`src/rtl/dplru_pkg.sv`:
```
// ----------------------------------------------------------------------------
// Demand paging LRU translator package
// Shared widths, result codes and the cell entry type.
// ----------------------------------------------------------------------------
package dplru_pkg;

  localparam int NUM_PAGES   = 8;
  localparam int NUM_FRAMES  = 4;
  localparam int OFFSET_BITS = 6;

  localparam int ADDR_W      = 16;
  localparam int PHYS_W      = 14;
  localparam int FRAME_W     = 8;
  localparam int EVICT_W     = 3;
  localparam int STATUS_W    = 2;
  localparam int CFG_IDX_W   = 2;
  localparam int PAGE_FULL_W = ADDR_W - OFFSET_BITS;
  localparam int PAGE_IDX_W  = $clog2(NUM_PAGES);
  localparam int SLOT_W      = $clog2(NUM_FRAMES);
  localparam int USED_W      = $clog2(NUM_FRAMES + 1);

  typedef enum logic [STATUS_W-1:0] {
    ST_HIT   = 2'd0,
    ST_FAULT = 2'd1,
    ST_RANGE = 2'd2
  } status_e;

  typedef struct packed {
    logic                  valid;
    logic [PAGE_IDX_W-1:0] page;
    logic [FRAME_W-1:0]    frame;
    logic                  dirty;
  } entry_t;

endpackage

```
`src/rtl/dplru_cell.sv`:
```
// ----------------------------------------------------------------------------
// Demand paging LRU cell
// One recency position: holds a resident page, its frame and dirty bit, and
// takes the entry of its younger neighbor while the shift token passes it.
// ----------------------------------------------------------------------------
module dplru_cell (
  input  logic                                clk_i,
  input  logic                                rst_ni,
  input  dplru_pkg::entry_t                   prev_i,
  input  logic                                shift_i,
  input  logic [dplru_pkg::PAGE_IDX_W-1:0]    page_i,
  output dplru_pkg::entry_t                   entry_o,
  output logic                                match_o,
  output logic                                shift_o
);
  import dplru_pkg::*;

  entry_t entry_q;

  always_ff @(posedge clk_i or negedge rst_ni) begin
    if (!rst_ni) begin
      entry_q <= '0;
    end else if (shift_i) begin
      entry_q <= prev_i;
    end
  end

  // The token stops at the matching entry or at the first empty position.
  assign match_o = entry_q.valid && (entry_q.page == page_i);
  assign shift_o = shift_i && entry_q.valid && !match_o;
  assign entry_o = entry_q;

endmodule

```
`src/rtl/demand_paging_lru_translate.sv`:
```
// The input transfer loads the address register, then the result register
// loads once the output is free; a result is held while the output is stalled.
// Throughput: one access per cycle while the output is not stalled; the cell
// chain updates in the same cycle that the result register loads, so the
// next access sees the new order. Reset clears the cell chain and the fill
// count; frame registers reset to their slot numbers.
// ----------------------------------------------------------------------------
// Demand paging LRU translator
// Translates logical addresses through a row of recency cells, youngest
// first; a fault fills a free frame, or evicts the oldest resident page.
// ----------------------------------------------------------------------------
module demand_paging_lru_translate (
  input  logic                                 clk_i,
  input  logic                                 rst_ni,
  input  logic                                 cfg_valid_i,
  output logic                                 cfg_ready_o,
  input  logic [dplru_pkg::CFG_IDX_W-1:0]      cfg_index_i,
  input  logic [dplru_pkg::FRAME_W-1:0]        cfg_data_i,
  input  logic                                 in_valid_i,
  output logic                                 in_ready_o,
  input  logic [dplru_pkg::ADDR_W-1:0]         logical_address_i,
  input  logic                                 is_store_i,
  output logic                                 out_valid_o,
  input  logic                                 out_ready_i,
  output logic [dplru_pkg::STATUS_W-1:0]       status_o,
  output logic [dplru_pkg::PHYS_W-1:0]         physical_address_o,
  output logic [dplru_pkg::FRAME_W-1:0]        loaded_frame_o,
  output logic                                 evict_valid_o,
  output logic [dplru_pkg::EVICT_W-1:0]        evicted_page_o,
  output logic                                 writeback_needed_o
);
  import dplru_pkg::*;

  logic [FRAME_W-1:0]     frame_slot_q [NUM_FRAMES];
  logic [USED_W-1:0]      used_q, used_d;
  logic                   busy_q;
  logic [ADDR_W-1:0]      addr_q;
  logic                   store_q;

  logic                   out_valid_q;
  status_e                status_q, status_d;
  logic [PHYS_W-1:0]      phys_q, phys_d;
  logic [FRAME_W-1:0]     loaded_q, loaded_d;
  logic                   evict_q, evict_d;
  logic [EVICT_W-1:0]     evicted_q, evicted_d;
  logic                   wb_q, wb_d;

  logic                   exec;
  logic                   in_range;
  logic                   op;
  logic                   hit;
  logic                   evict;
  logic [PAGE_FULL_W-1:0] page_full;
  logic [PAGE_IDX_W-1:0]  qpage;
  logic [OFFSET_BITS-1:0] offset;
  entry_t                 hit_entry;
  entry_t                 new_entry;
  entry_t                 cells [NUM_FRAMES];
  entry_t                 prevs [NUM_FRAMES];
  logic [NUM_FRAMES-1:0]  match;
  logic [NUM_FRAMES:0]    shift;
  logic [FRAME_W+OFFSET_BITS-1:0] phys_full;

  assign cfg_ready_o = 1'b1;

  always_ff @(posedge clk_i or negedge rst_ni) begin
    if (!rst_ni) begin
      for (int i = 0; i < NUM_FRAMES; i++) begin
        frame_slot_q[i] <= FRAME_W'(i);
      end
    end else if (cfg_valid_i && (int'(cfg_index_i) < NUM_FRAMES)) begin
      frame_slot_q[cfg_index_i[SLOT_W-1:0]] <= cfg_data_i;
    end
  end

  assign exec       = busy_q && (!out_valid_q || out_ready_i);
  assign in_ready_o = !busy_q || exec;

  always_ff @(posedge clk_i or negedge rst_ni) begin
    if (!rst_ni) begin
      busy_q <= 1'b0;
    end else if (in_valid_i && in_ready_o) begin
      busy_q <= 1'b1;
    end else if (exec) begin
      busy_q <= 1'b0;
    end
  end

  always_ff @(posedge clk_i) begin
    if (in_valid_i && in_ready_o) begin
      addr_q  <= logical_address_i;
      store_q <= is_store_i;
    end
  end

  assign page_full = addr_q[ADDR_W-1:OFFSET_BITS];
  assign offset    = addr_q[OFFSET_BITS-1:0];
  assign in_range  = int'(page_full) < NUM_PAGES;
  assign qpage     = page_full[PAGE_IDX_W-1:0];
  assign op        = exec && in_range;

  assign shift[0] = op;

  for (genvar g = 0; g < NUM_FRAMES; g++) begin : g_cell
    if (g == 0) begin : g_head
      assign prevs[g] = new_entry;
    end else begin : g_body
      assign prevs[g] = cells[g-1];
    end
    dplru_cell u_cell (
      .clk_i   (clk_i),
      .rst_ni  (rst_ni),
      .prev_i  (prevs[g]),
      .shift_i (shift[g]),
      .page_i  (qpage),
      .entry_o (cells[g]),
      .match_o (match[g]),
      .shift_o (shift[g+1])
    );
  end

  assign hit   = |match;
  assign evict = shift[NUM_FRAMES];

  always_comb begin
    hit_entry = '0;
    for (int i = 0; i < NUM_FRAMES; i++) begin
      hit_entry = hit_entry | (cells[i] & {$bits(entry_t){match[i]}});
    end
  end

  always_comb begin
    new_entry       = '0;
    new_entry.valid = 1'b1;
    new_entry.page  = qpage;
    new_entry.dirty = hit && (hit_entry.dirty || store_q);
    priority if (hit) begin
      new_entry.frame = hit_entry.frame;
    end else if (evict) begin
      new_entry.frame = cells[NUM_FRAMES-1].frame;
    end else begin
      new_entry.frame = frame_slot_q[used_q[SLOT_W-1:0]];
    end
  end

  always_comb begin
    used_d = used_q;
    if (op && !hit && !evict) begin
      used_d = used_q + USED_W'(1);
    end
  end

  always_ff @(posedge clk_i or negedge rst_ni) begin
    if (!rst_ni) begin
      used_q <= '0;
    end else begin
      used_q <= used_d;
    end
  end

  assign phys_full = {hit_entry.frame, offset};

  always_comb begin
    status_d  = ST_FAULT;
    phys_d    = '0;
    loaded_d  = '0;
    evict_d   = 1'b0;
    evicted_d = '0;
    wb_d      = 1'b0;
    priority if (!in_range) begin
      status_d = ST_RANGE;
    end else if (hit) begin
      status_d = ST_HIT;
      phys_d   = PHYS_W'(phys_full);
    end else begin
      loaded_d = new_entry.frame;
      if (evict) begin
        evict_d   = 1'b1;
        evicted_d = EVICT_W'(cells[NUM_FRAMES-1].page);
        wb_d      = cells[NUM_FRAMES-1].dirty;
      end
    end
  end

  always_ff @(posedge clk_i or negedge rst_ni) begin
    if (!rst_ni) begin
      out_valid_q <= 1'b0;
    end else if (exec) begin
      out_valid_q <= 1'b1;
    end else if (out_ready_i) begin
      out_valid_q <= 1'b0;
    end
  end

  always_ff @(posedge clk_i) begin
    if (exec) begin
      status_q  <= status_d;
      phys_q    <= phys_d;
      loaded_q  <= loaded_d;
      evict_q   <= evict_d;
      evicted_q <= evicted_d;
      wb_q      <= wb_d;
    end
  end

  assign out_valid_o        = out_valid_q;
  assign status_o           = status_q;
  assign physical_address_o = phys_q;
  assign loaded_frame_o     = loaded_q;
  assign evict_valid_o      = evict_q;
  assign evicted_page_o     = evicted_q;
  assign writeback_needed_o = wb_q;

endmodule

```
`config.mk`:
```
export PLATFORM = sky130hd
export DESIGN_NAME = demand_paging_lru_translate
export DESIGN_NICKNAME = d
export VERILOG_FILES = /design/src/rtl/dplru_pkg.sv /design/src/rtl/dplru_cell.sv /design/src/rtl/demand_paging_lru_translate.sv
export SDC_FILE = /design/constraint.sdc
export NUM_CORES = 1
export LEC_CHECK = 0
export ABC_CLOCK_PERIOD_IN_PS = 2500
export BUFFER_PORTS_ARGS = -buffer_cell sky130_fd_sc_hd__buf_2
export CAP_MARGIN = 30
export CORE_UTILIZATION = 60
export CTS_BUF_LIST = sky130_fd_sc_hd__clkbuf_4
export DETAILED_ROUTE_END_ITERATION = 12
export PLACE_DENSITY = 0.88
export SETUP_SLACK_MARGIN = 0.4
export SLEW_MARGIN = 20
export SYNTH_ARGS = -nofsm -noshare
export SYNTH_HDL_FRONTEND = slang
export SYNTH_SLANG_ARGS = --single-unit
export TNS_END_PERCENT = 30
```
`constraint.sdc`:
```
create_clock -name clk_i -period 2.5 [get_ports clk_i]
set_input_delay 0.625 -clock clk_i [delete_from_list [all_inputs] [get_ports clk_i]]
set_output_delay 0.625 -clock clk_i [all_outputs]
set_load 0.03 [all_outputs]
```
-- After elaboration in Yosys (flattened, before gate mapping)
Cells that the tools add are included.
- register bits after elaboration: 135
- latch bits: 0
- bits in writable memories: 0
- bits in read-only memories: 0
- input port bits: 32
- output and inout bits: 32
- word-level logic and storage cells: 101
- memories kept: 0
- add/sub/neg operators: 1
- $mul: 0
- divide/modulo/power cells: 0
- magnitude comparators: 4
- equal/unequal tests: 4
- shift operators: 0
- muxes and demuxes: 14
- bitwise operators: 11
- reduce and logical (&&, ||, !) cells: 36
- operators with widths (cell ; number):
    $mux 8 ; 5
    $and 9x9->9 ; 4
    $bwmux 32 ; 1
    $or 9x9->9 ; 3
    $logic_and 1x1->1 ; 19
    $bmux 8 s2 ; 1
    $demux 8 s2 ; 1
    $eq 3x3->1 ; 4
    $lt 10x4->1 const B ; 1
    $logic_not 1->1 ; 8
    $ge 3x3->1 const B ; 2
    $mux 1 ; 6
    $not 2->3 ; 2
    $reduce_or 6->1 ; 1
    $reduce_or 5->1 ; 1
    $reduce_bool 2->1 ; 2
    $reduce_or 4->1 ; 1
    $add 3x1->3 const B ; 1
    $logic_or 1x1->1 ; 3
    $lt 3x1->1 const B ; 1
    $not 1->1 ; 2
    $reduce_and 2->1 ; 1

-- Logic depth before layout (Yosys ltp)
Gate-level depths: netlist of the first run.
- depth in word-level cells: 14
- depth in mapped cells: 8
- gate-level depth less buffers: 5

-- Hierarchy
A second synthesis of the first run with hierarchy kept.
- cell total of the unflattened synthesis: 372
- area, all modules: 5625.4 um^2
- modules (own cells, without submodules) (module ; instances ; cells each ; area an instance (um^2) ; sequential area each (um^2)):
    demand_paging_lru_translate ; 1 ; 240 ; 3513.4 ; 2287.2
    dplru_cell ; 4 ; 33 ; 528.0 ; 325.3

-- Least setup slack after synthesis of the first run
No wires, ideal clock.
- path kind: reg2reg
- start point: register out_valid_q, in the netlist out_valid_o
- end point: register evict_q, in the netlist evict_valid_o (enable)
- library setup time: 0.415 ns
- arrival: 1.919 ns
- required time: 2.085 ns
- setup slack: 0.166 ns
- stages on the path, launching flop included: 3
- buffers on the path: 0
- period minus slack after synthesis: 2.334 ns
- path through: dfrtp_1 nor2b_1 nor2_1
- cells in the longest elaborated chain, start to end: 3
- RTL lines (item ; line ; text):
    start: declaration ; demand_paging_lru_translate.sv:40 ; logic out_valid_q;
    start signal: assignment ; demand_paging_lru_translate.sv:187 ; out_valid_q <= 1'b0;
    start signal: assignment ; demand_paging_lru_translate.sv:189 ; out_valid_q <= 1'b1;
    start signal: assignment ; demand_paging_lru_translate.sv:191 ; out_valid_q <= 1'b0;
    $logic_not 1->1 ; demand_paging_lru_translate.sv:76 ; assign exec = busy_q && (!out_valid_q || out_ready_i);
    $logic_or 1x1->1 ; demand_paging_lru_translate.sv:76 ;
    $logic_and 1x1->1 ; demand_paging_lru_translate.sv:76 ;
    named net exec ; demand_paging_lru_translate.sv:48 ; logic exec;
    end signal: assignment ; demand_paging_lru_translate.sv:200 ; evict_q <= evict_d;
    end: declaration ; demand_paging_lru_translate.sv:44 ; logic evict_q, evict_d;
The timed path passes the listed nets, and every way through them passes these cells.
A chain may end at the register's enable or synchronous reset.

-- Worst setup path after layout of the first run
- start point: register addr_q[9]
- end point: register g_cell[3].u_cell.entry_q, in the netlist g_cell[3].u_cell.entry_o[10]
- cells in the longest elaborated chain, start to end: 8
- RTL lines (item ; line ; text):
    start: declaration ; demand_paging_lru_translate.sv:37 ; logic [ADDR_W-1:0] addr_q;
    start signal: assignment ; demand_paging_lru_translate.sv:91 ; addr_q <= logical_address_i;
    $lt 10x4->1 ; demand_paging_lru_translate.sv:98 ; assign in_range = int'(page_full) < NUM_PAGES;
    $logic_and 1x1->1 ; demand_paging_lru_translate.sv:100 ; assign op = exec && in_range;
    $logic_and 1x1->1 (6 in series) ; dplru_cell.sv:30 ; assign shift_o = shift_i && entry_q.valid && !match_o;
    end signal: assignment ; dplru_cell.sv:24 ; entry_q <= prev_i;
    end: declaration ; dplru_cell.sv:18 ; entry_t entry_q;
Every way passes these cells.

==> results of run 1 <==
==> power breakdown <==
part	leakage, uW	internal, uW	switching (uW)
clock network	0.000149	595	822
registers	0.00159	2440	93.7
logic	0.00139	254	321
total	0.00313	3290	1240
==> synthesized netlist by cell type (all sizes together) (9+ instances only) <==
| cell type | n |
|---|---|
| dfrtp | 84 |
| mux2 | 57 |
| nand2 | 54 |
| edfxtp | 46 |
| a21oi | 22 |
| buf | 20 |
| nor2 | 15 |
| and2 | 13 |
| nand2b | 12 |
| nor4 | 10 |
| nand3 | 9 |
==> through the flow <==
step | hold slack [ns] | power, uW | setup slack [ns] | utilization, %
floorplan | 0.329 | 2890 | 0.499 | -
global placement | 0.468 | 3040 | 0.162 | 66.5
detailed placement | 0.487 | 3070 | 0.120 | 66.5
CTS | 0.107 | 4470 | 0.371 | 70.7
global route | 0.136 | 4700 | 0.210 | 75.0
finish | 0.130 | 4530 | 0.298 | 75.0
==> layer usage <==
metal	wire [um]	vias up	global-route usage, %
li1	-	1883	-
met4	799	0	13.3
met2	7500	315	45.0
met5	0	-	0
met1	5840	2181	35.8
met3	1390	88	7.73
==> critical path, stage by stage, from the launching register on <==
cell and delay (ns):
edfxtp_1 0.45, nor4_4 0.41, and2_4 0.24, nand4_4 0.12, nor3b_4 0.22, buf_6 0.16
buf_12 0.13, mux2_1 0.34
==> state kept, by name, indices dropped and copies added (netlist names), 2 cells and up <==
name                   cells
status_o                   2
loaded_frame_o             8
addr_q                    16
evicted_page_o             3
physical_address_o        14
frame_slot_q              32
g_cell.u_cell.entry_o     52
used_q                     2
==> area by class of cell <==
class | instances | area (um2)
antenna | 1 | 2.50
multi-input combinational | 294 | 2630
clock inverter | 14 | 136
clock buffer | 18 | 135
sequential | 134 | 3590
fill | 598 | 2460
inverter | 5 | 18.8
timing repair buffer | 102 | 682
tap | 133 | 166
==> kinds of logic (layout without fill, tap and decap cells) <==
logic type / Yosys count / in the layout / synth area share (%)
compound gates: 68 / 68 / 7.80
xor+xnor: 14 / 14 / 2.94
buf+inv: 30 / 139 / 2.96
flops: 134 / 134 / 59.0
mux: 65 / 65 / 13.5
other cells: 1 / 2 / 0.0617
simple gates: 146 / 146 / 13.7
==> timing repair <==
| action | in CTS | in global routing |
|---|---|---|
| buffers inserted | 13 | 12 |
| pin swaps | 3 | 27 |
| setup endpoints to repair | 55 | 63 |
| gates cloned | 0 | 1 |
| gates resized for setup | 14 | 55 |
==> how the worst max path moves through the flow <==
stage | startpoint | to | slack, ns | cells past startpoint
floorplan | out_ready_i | g_cell[3].u_cell.entry_o[10] | 0.50 | 6
CTS | addr_q[8] | loaded_frame_o[6] | 0.37 | 6
detailed placement | addr_q[7] | loaded_frame_o[6] | 0.12 | 6
finish | addr_q[9] | g_cell[3].u_cell.entry_o[10] | 0.30 | 7
global route | addr_q[9] | g_cell[3].u_cell.entry_o[10] | 0.21 | 7
global placement | addr_q[8] | loaded_frame_o[4] | 0.16 | 6
==> results.toml, run 1 <==
[status]
status = "completed"

[sta]
finalHoldViolations = 0
tightest_slew_ns = 0.702
min_period_ns = 2.20
finalCritPeriodShare_pct = 88.1
drv_slew = 0
fmax_ghz = 0.454
setup_viol_count_final = 0
fin_setup_tns_ns = 0
rsz0062_at_grt = "yes"
fin_skew_ns = 0.0228
max_slew_margin_pct = 53.2

[run]
cap_violations = 0

[finish]
mostFrequentLayoutCell = "dfrtp_1"
finalNonFillerCells = 701
mostFrequentLayoutCells = "dfrtp_1 (84), buf_2 (61), nand2_1 (53), mux2_2 (47), edfxtp_1 (46)"
layout-drive-gt1-share_pct = 45.7
fin_nets = 586
syn_to_final_growth_pct = 21.0
fin_area_um2 = 7360

[drt]
via_per_inst = 6.37
wl_per_cell_um = 22.2
drtIter0Drc = 462
vias = 4467
wl_um = 15500
drc = 0
drtPass1Iterations = 5
ant_nets = 0

[place]
hpwl_um = 8690
dp.cells = 642
port_buffers = 62
dpl_cell_area_um2 = 6530
place.gp.congestion = 0.903

[floorplan]
die_w_um = 103
core_um2 = 9820
start_util_pct = 61.9
die_h_um = 103
rows = 36
io_pins = 64
die_area_um2 = 10500

[clock_network]
clock-root-buffer = "clkbuf_4"
clockBufferDepth = 2
clock_latency_ns = 0.54
htree_levels = 4
cts_made_buffers = 17
clk_pin_slew_ns = 0.13
cts_tree = "yes"
clock-sinks = 134
ctsHoldBuffers = 0

[global_route]
first_global_vias = 4283
grt_usage_pct = 28.1
grt_pass1_wl_um = 21600
overflow = 0
grt_max_degree = 53
grt_antenna_before_repair = 1

[pwr]
max-vdd-ir-drop_v = 0.000416
power_density_nw_per_um2 = 615
p_leak_uw = 0.00313

[yosys]
synth_top_area_share_pct = 34.6
async_reset_ff_share_pct = 65.7
yosys-top-cells-area = "dfrtp_1 (35%), edfxtp_1 (23%), mux2_2 (8.9%), nand2_1 (3.3%), mux4_2 (3.0%)"
synth_nets = 490
syn_inst = 458
yosysTopAreaCell = "dfrtp_1"
synth_edf_count = 46
synth.avg_cell_area_um2 = 13.3
ys_ff_latch = 134
synthFlopType = "dfrtp_1"
ys_seq_area_share_pct = 59.0
synth.cell_area_um2 = 6080
yosysWarnings = 0
ys_types = 54

[critical_path]
critPathLaunchType = "register"
cp.arrival_ns = 2.61
ff2ff_path_depth = 7
r2r_slack_ns = 0.30
endpoint_kind = "register"
crit_type = "reg -> reg"
cp_data_required_time_ns = 2.91
r2r-start = "addr_q[9]"
path_max_fanout = 6
r2r_end = "g_cell[3].u_cell.entry_o[10]"

[min_path]
hold_path.class = "in -> async"
Power figures use the tool's default switching activity.
==> run 2, diff against run 1 <==
Settings changed: ABC_CLOCK_PERIOD_IN_PS 2500 to 1950, CORE_UTILIZATION 60 to 55, PLACE_DENSITY 0.88 to 0.85.
Clock period 2.5 ns to 1.95 ns, I/O delays scaled along.
==> run 2 against run 1 <==
The run now ends with negative setup slack left. Combinational power grew 48%. Utilization shrank 1.6 points. Setup slack got worse by 0.62 ns. Hold slack lost 0.021 ns. Largest cell class unchanged. Largest power group unchanged. Highest routed layer unchanged.
==> results.toml, run 2 (same netlist as run 1, synthesis figures left out) <==
[finish]
mostFrequentLayoutCells = "dfrtp_1 (84), nand2_1 (50), edfxtp_1 (46), mux2_2 (45)"
diodes = 0
seq_area_um2 = 3590
multiInputGateArea_um2 = 2770
largest_register_ffs = 52
fin_nets = 602
syn_to_final_growth_pct = 30.2
nFillCells = 626
mostFrequentLayoutCell = "dfrtp_1"
fin_area_um2 = 7920
layout-drive-gt1-share_pct = 50.3

[place]
dpl_cell_area_um2 = 6790
pre_cts_slack_ns = -0.213
port_buffers = 62
hpwl_um = 9100
place.gp.congestion = 0.890

[clock_network]
clk_pin_slew_ns = 0.13
cts_tree = "yes"
clock_latency_ns = 0.55
htree_levels = 4
cts_made_buffers = 17
clockBufferDepth = 2
clock-sinks = 134
clock-root-buffer = "clkbuf_4"

[status]
status = "finished, violations left"
violations = "negative setup slack"

[pwr]
power_density_nw_per_um2 = 799
p_leak_uw = 0.00333
finalPower_uw = 6320
max-vdd-ir-drop_v = 0.000791

[sta]
max_slew_margin_pct = 54.9
min_period_ns = 2.27
setup_slack_ns = -0.318
drv_slew = 0
rsz0062_at_grt = "yes"
setup_viol_count_final = 51
finalCritPeriodShare_pct = 116
whs_ns = 0.108
fin_setup_tns_ns = -6.70
finalHoldViolations = 0
tightest_slew_ns = 0.671
fin_skew_ns = 0.0283
fmax_ghz = 0.441

[global_route]
overflow = 0
grt_usage_pct = 25.7
grt_max_degree = 70
grt_pass1_wl_um = 22100
grt_antenna_before_repair = 0
first_global_vias = 4390

[critical_path]
critPathLaunchType = "register"
cp.arrival_ns = 2.70
endpoint_kind = "register"
cp_data_required_time_ns = 2.38
crit_type = "reg -> reg"
path_max_fanout = 5

[floorplan]
die_h_um = 107
rows = 38
die_w_um = 107
core_um2 = 10800
die_area_um2 = 11500
io_pins = 64
start_util_pct = 56.4

[drt]
ant_nets = 0
vias = 4601
drtIter0Drc = 414
wl_um = 16700
drtPass1Iterations = 5
via_per_inst = 6.36
wl_per_cell_um = 23.1
drc = 0

[min_path]
hold_path.class = "in -> reg"

[run]
cap_violations = 0
==> run 2: cell count changes in the layout (fill, tap and decap cells not counted), sizes merged <==
| cell | change |
|---|---|
| buf | +14 |
| bufinv | +3 |
| clkbuf | +1 |
| clkinv | -4 |
| diode | -1 |
| dlygate4sd3 | +1 |
| nand2 | +1 |
==> run 2: path summary, 6_finish.rpt <==
path | from | cells after the start | to | slack, ns
worst max-delay path | addr_q[6] | 9 | g_cell[0].u_cell.entry_o[8] | -0.32
worst min-delay path | logical_address_i[12] | 1 | addr_q[12] | 0.11
min in group asynchronous | rst_ni | 2 | frame_slot_q[5] | 0.36
worst min register to register | frame_slot_q[31] | 1 | frame_slot_q[31] | 0.52
max in group asynchronous | rst_ni | 3 | g_cell[2].u_cell.entry_o[3] | 0.94
worst max register to register | addr_q[6] | 9 | g_cell[0].u_cell.entry_o[8] | -0.32
==> run 2: layer usage <==
layer	wire length, um	vias to the layer above	GRT usage [%]
met1	6090	2255	32.4
met4	943	0	9.59
li1	-	1914	-
met3	1450	99	6.38
met5	0	-	0
met2	8190	333	43.2
==> run 2: area by class of cell <==
| type | count | area share, % |
|---|---|---|
| clock inverters | 13 | 2.58 |
| flip-flops and latches | 134 | 45.3 |
| clock buffers | 19 | 1.80 |
| well taps | 140 | 2.21 |
| multi-input cells | 295 | 35.0 |
| repair buffers | 117 | 12.9 |
| inverters | 5 | 0.237 |
==> run 2: per-stage QoR <==
stage,utilization [%],cells
after CTS,70.3,716
after floorplan,-,458
after global routing,73.4,723
final,73.4,723
after detailed placement,62.9,677
after global placement,62.9,677
==> run 2: where the power goes <==
group	internal, uW	switching, uW
sequential	3130	110
combinational	404	449
clock	1170	1060
==> run 2: critical path, stage by stage, from the launching register on <==
cell and delay (ns):
edfxtp_1 0.40, buf_6 0.17, xor2_4 0.17, buf_6 0.13, nor4b_4 0.26, buf_4 0.19, buf_6 0.14, a221o_1 0.28
o31ai_4 0.11, a31oi_1 0.31
==> run 2: timing repair <==
item	4_1_cts	5_1_grt
hold endpoints to repair	15	0
setup buffers	6	5
pin swaps	13	34
gates cloned	0	2
hold buffers	1	0
resized for setup	106	61
endpoints found under the setup margin	112	113
==> run 3, diff against run 2 <==
Settings changed: CELL_PAD_IN_SITES_DETAIL_PLACEMENT set to 0, CELL_PAD_IN_SITES_GLOBAL_PLACEMENT set to 1, CORE_UTILIZATION 55 to 45.
==> run 3 against run 2 <==
The flow still finishes with violations (negative setup slack). Clock skew fell by 0.0031 ns. Count of clock-buffer cells in the layout up 3. Wire length shrank 9.5%. Die area is 22% higher. Hold slack worse by 0.0096 ns. Via count down 5.5%. Fmax rose by 2.7%. Utilization down 11 points. Critical path type unchanged. Largest cell class unchanged. Largest power group unchanged.
==> results.toml, run 3 (same netlist as run 1, synthesis figures left out) <==
[status]
status = "finished, violations left"
violations = "negative setup slack"

[global_route]
overflow = 0
met1_usage_pct = 29.2
grt_use_met3_pct = 5.41
grt_max_degree = 35
first_global_vias = 4385
grt_pass1_wl_um = 23200
busiest_layer = "met2"
grt_usage_pct = 22.0
grt_antenna_before_repair = 0
grtUsageMet2_pct = 34.5

[sta]
finalCritPeriodShare_pct = 113
tightest_slew_ns = 0.537
setup_slack_ns = -0.258
min_period_ns = 2.21
fmax_ghz = 0.453
fin_skew_ns = 0.0252
max_slew_margin_pct = 64.1
finalHoldViolations = 0
setup_viol_count_final = 53
drv_slew = 0
fin_setup_tns_ns = -9.48
rsz0062_at_grt = "yes"

[finish]
fin_nets = 616
syn_to_final_growth_pct = 35.4
mostFrequentLayoutCells = "dfrtp_1 (84), nand2_1 (49), edfxtp_1 (46), mux2_2 (45), buf_6 (45)"
mostFrequentLayoutCell = "dfrtp_1"
largest_register_ffs = 52
fin_area_um2 = 8230
layout-drive-gt1-share_pct = 52.6
nFillCells = 979
diodes = 0

[place]
hpwl_um = 9410
dpl_cell_area_um2 = 6920
place.gp.congestion = 0.850
pre_cts_slack_ns = -0.293
port_buffers = 62

[drt]
wl_um = 15100
drtIter0Drc = 319
drc = 0
via_per_inst = 5.62
drtPass1Iterations = 5
vias = 4348
ant_nets = 0
wl_per_cell_um = 19.5

[floorplan]
die_w_um = 118
start_util_pct = 46.1
die_area_um2 = 14000
core_um2 = 13200
io_pins = 64
die_h_um = 118
rows = 42

[clock_network]
cts_made_buffers = 17
cts_tree = "yes"
clock-root-buffer = "clkbuf_4"
clock_latency_ns = 0.56
htree_levels = 4
clockBufferDepth = 2
clock-sinks = 134
clk_pin_slew_ns = 0.11

[critical_path]
cp.arrival_ns = 2.64
r2r_slack_ns = -0.26
crit_type = "reg -> reg"
worst_path_largest_cell_delay_ns = 0.43
crit_slowest_cell = "edfxtp_1"
endpoint_kind = "register"
crit_chain = "buf_4 > buf_6 > xor2_4 > buf_6 > nor4b_4 > nor4_4 > buf_4 > o31ai_1 > a21oi_1"
critPathBufInv = 4
path_max_fanout = 5
crit_family = "buffers and inverters"
critPathLaunchType = "register"
cp_data_required_time_ns = 2.39

[pwr]
max-vdd-ir-drop_v = 0.000412
power_density_nw_per_um2 = 739
p_leak_uw = 0.00346

[min_path]
hold_path.class = "in -> reg"

[run]
cap_violations = 0
run 3: worst paths after layout:
check / depth (start not counted) / startpoint / to
max in group asynchronous: 3 / rst_ni / g_cell[0].u_cell.entry_o[6]
min in group asynchronous: 2 / rst_ni / frame_slot_q[13]
worst max register to register: 9 / addr_q[7] / g_cell[0].u_cell.entry_o[2]
worst max-delay path: 9 / addr_q[7] / g_cell[0].u_cell.entry_o[2]
worst min-delay path: 1 / logical_address_i[6] / addr_q[6]
worst min register to register: 2 / g_cell[2].u_cell.entry_o[2] / g_cell[2].u_cell.entry_o[2]
run 3: where the power goes:
part	switching, uW	total [uW]	leakage (uW)	internal [uW]
logic	461	895	0.00170	434
clock network	985	1940	0.000166	950
registers	116	3250	0.00159	3130
run 3: final cells by class:
type / count / area, um2 / share of cell area, %
clock inverter: 10 / 130 / 1.58
sequential: 134 / 3590 / 43.6
timing repair buffer: 132 / 1280 / 15.5
tap: 176 / 220 / 2.67
multi-input combinational: 294 / 2830 / 34.4
inverter: 5 / 21.3 / 0.258
clock buffer: 22 / 165 / 2.01
run 3: timing repair:
item / 4_1_cts / 5_1_grt
endpoints found under the setup margin: 112 / 114
setup buffers: 10 / 5
resized for setup: 137 / 48
hold buffers: 1 / 0
gates cloned: 4 / 1
hold endpoints to repair: 31 / 0
pin swaps: 21 / 25
run 3: metal layers:
layer | share of wire (%) | vias up | wire length [um]
met2 | 48 | 209 | 7290
met1 | 42 | 2161 | 6390
met3 | 7.2 | 31 | 1080
met5 | 0 | - | 0
met4 | 2.1 | 0 | 323
li1 | - | 1947 | -
run 3: stage by stage:
| stage | instances | hold WS (ns) | power [uW] | utilization [%] |
|---|---|---|---|---|
| 2_1_floorplan | 458 | 0.192 | 3710 | - |
| 3_3_place_gp | 720 | 0.471 | 3950 | 52.5 |
| 3_5_place_dp | 720 | 0.471 | 4000 | 52.5 |
| 4_1_cts | 767 | 0.0650 | 6080 | 60.1 |
| 5_1_grt | 773 | 0.0502 | 6320 | 62.4 |
| 6_report | 773 | 0.0989 | 6080 | 62.4 |
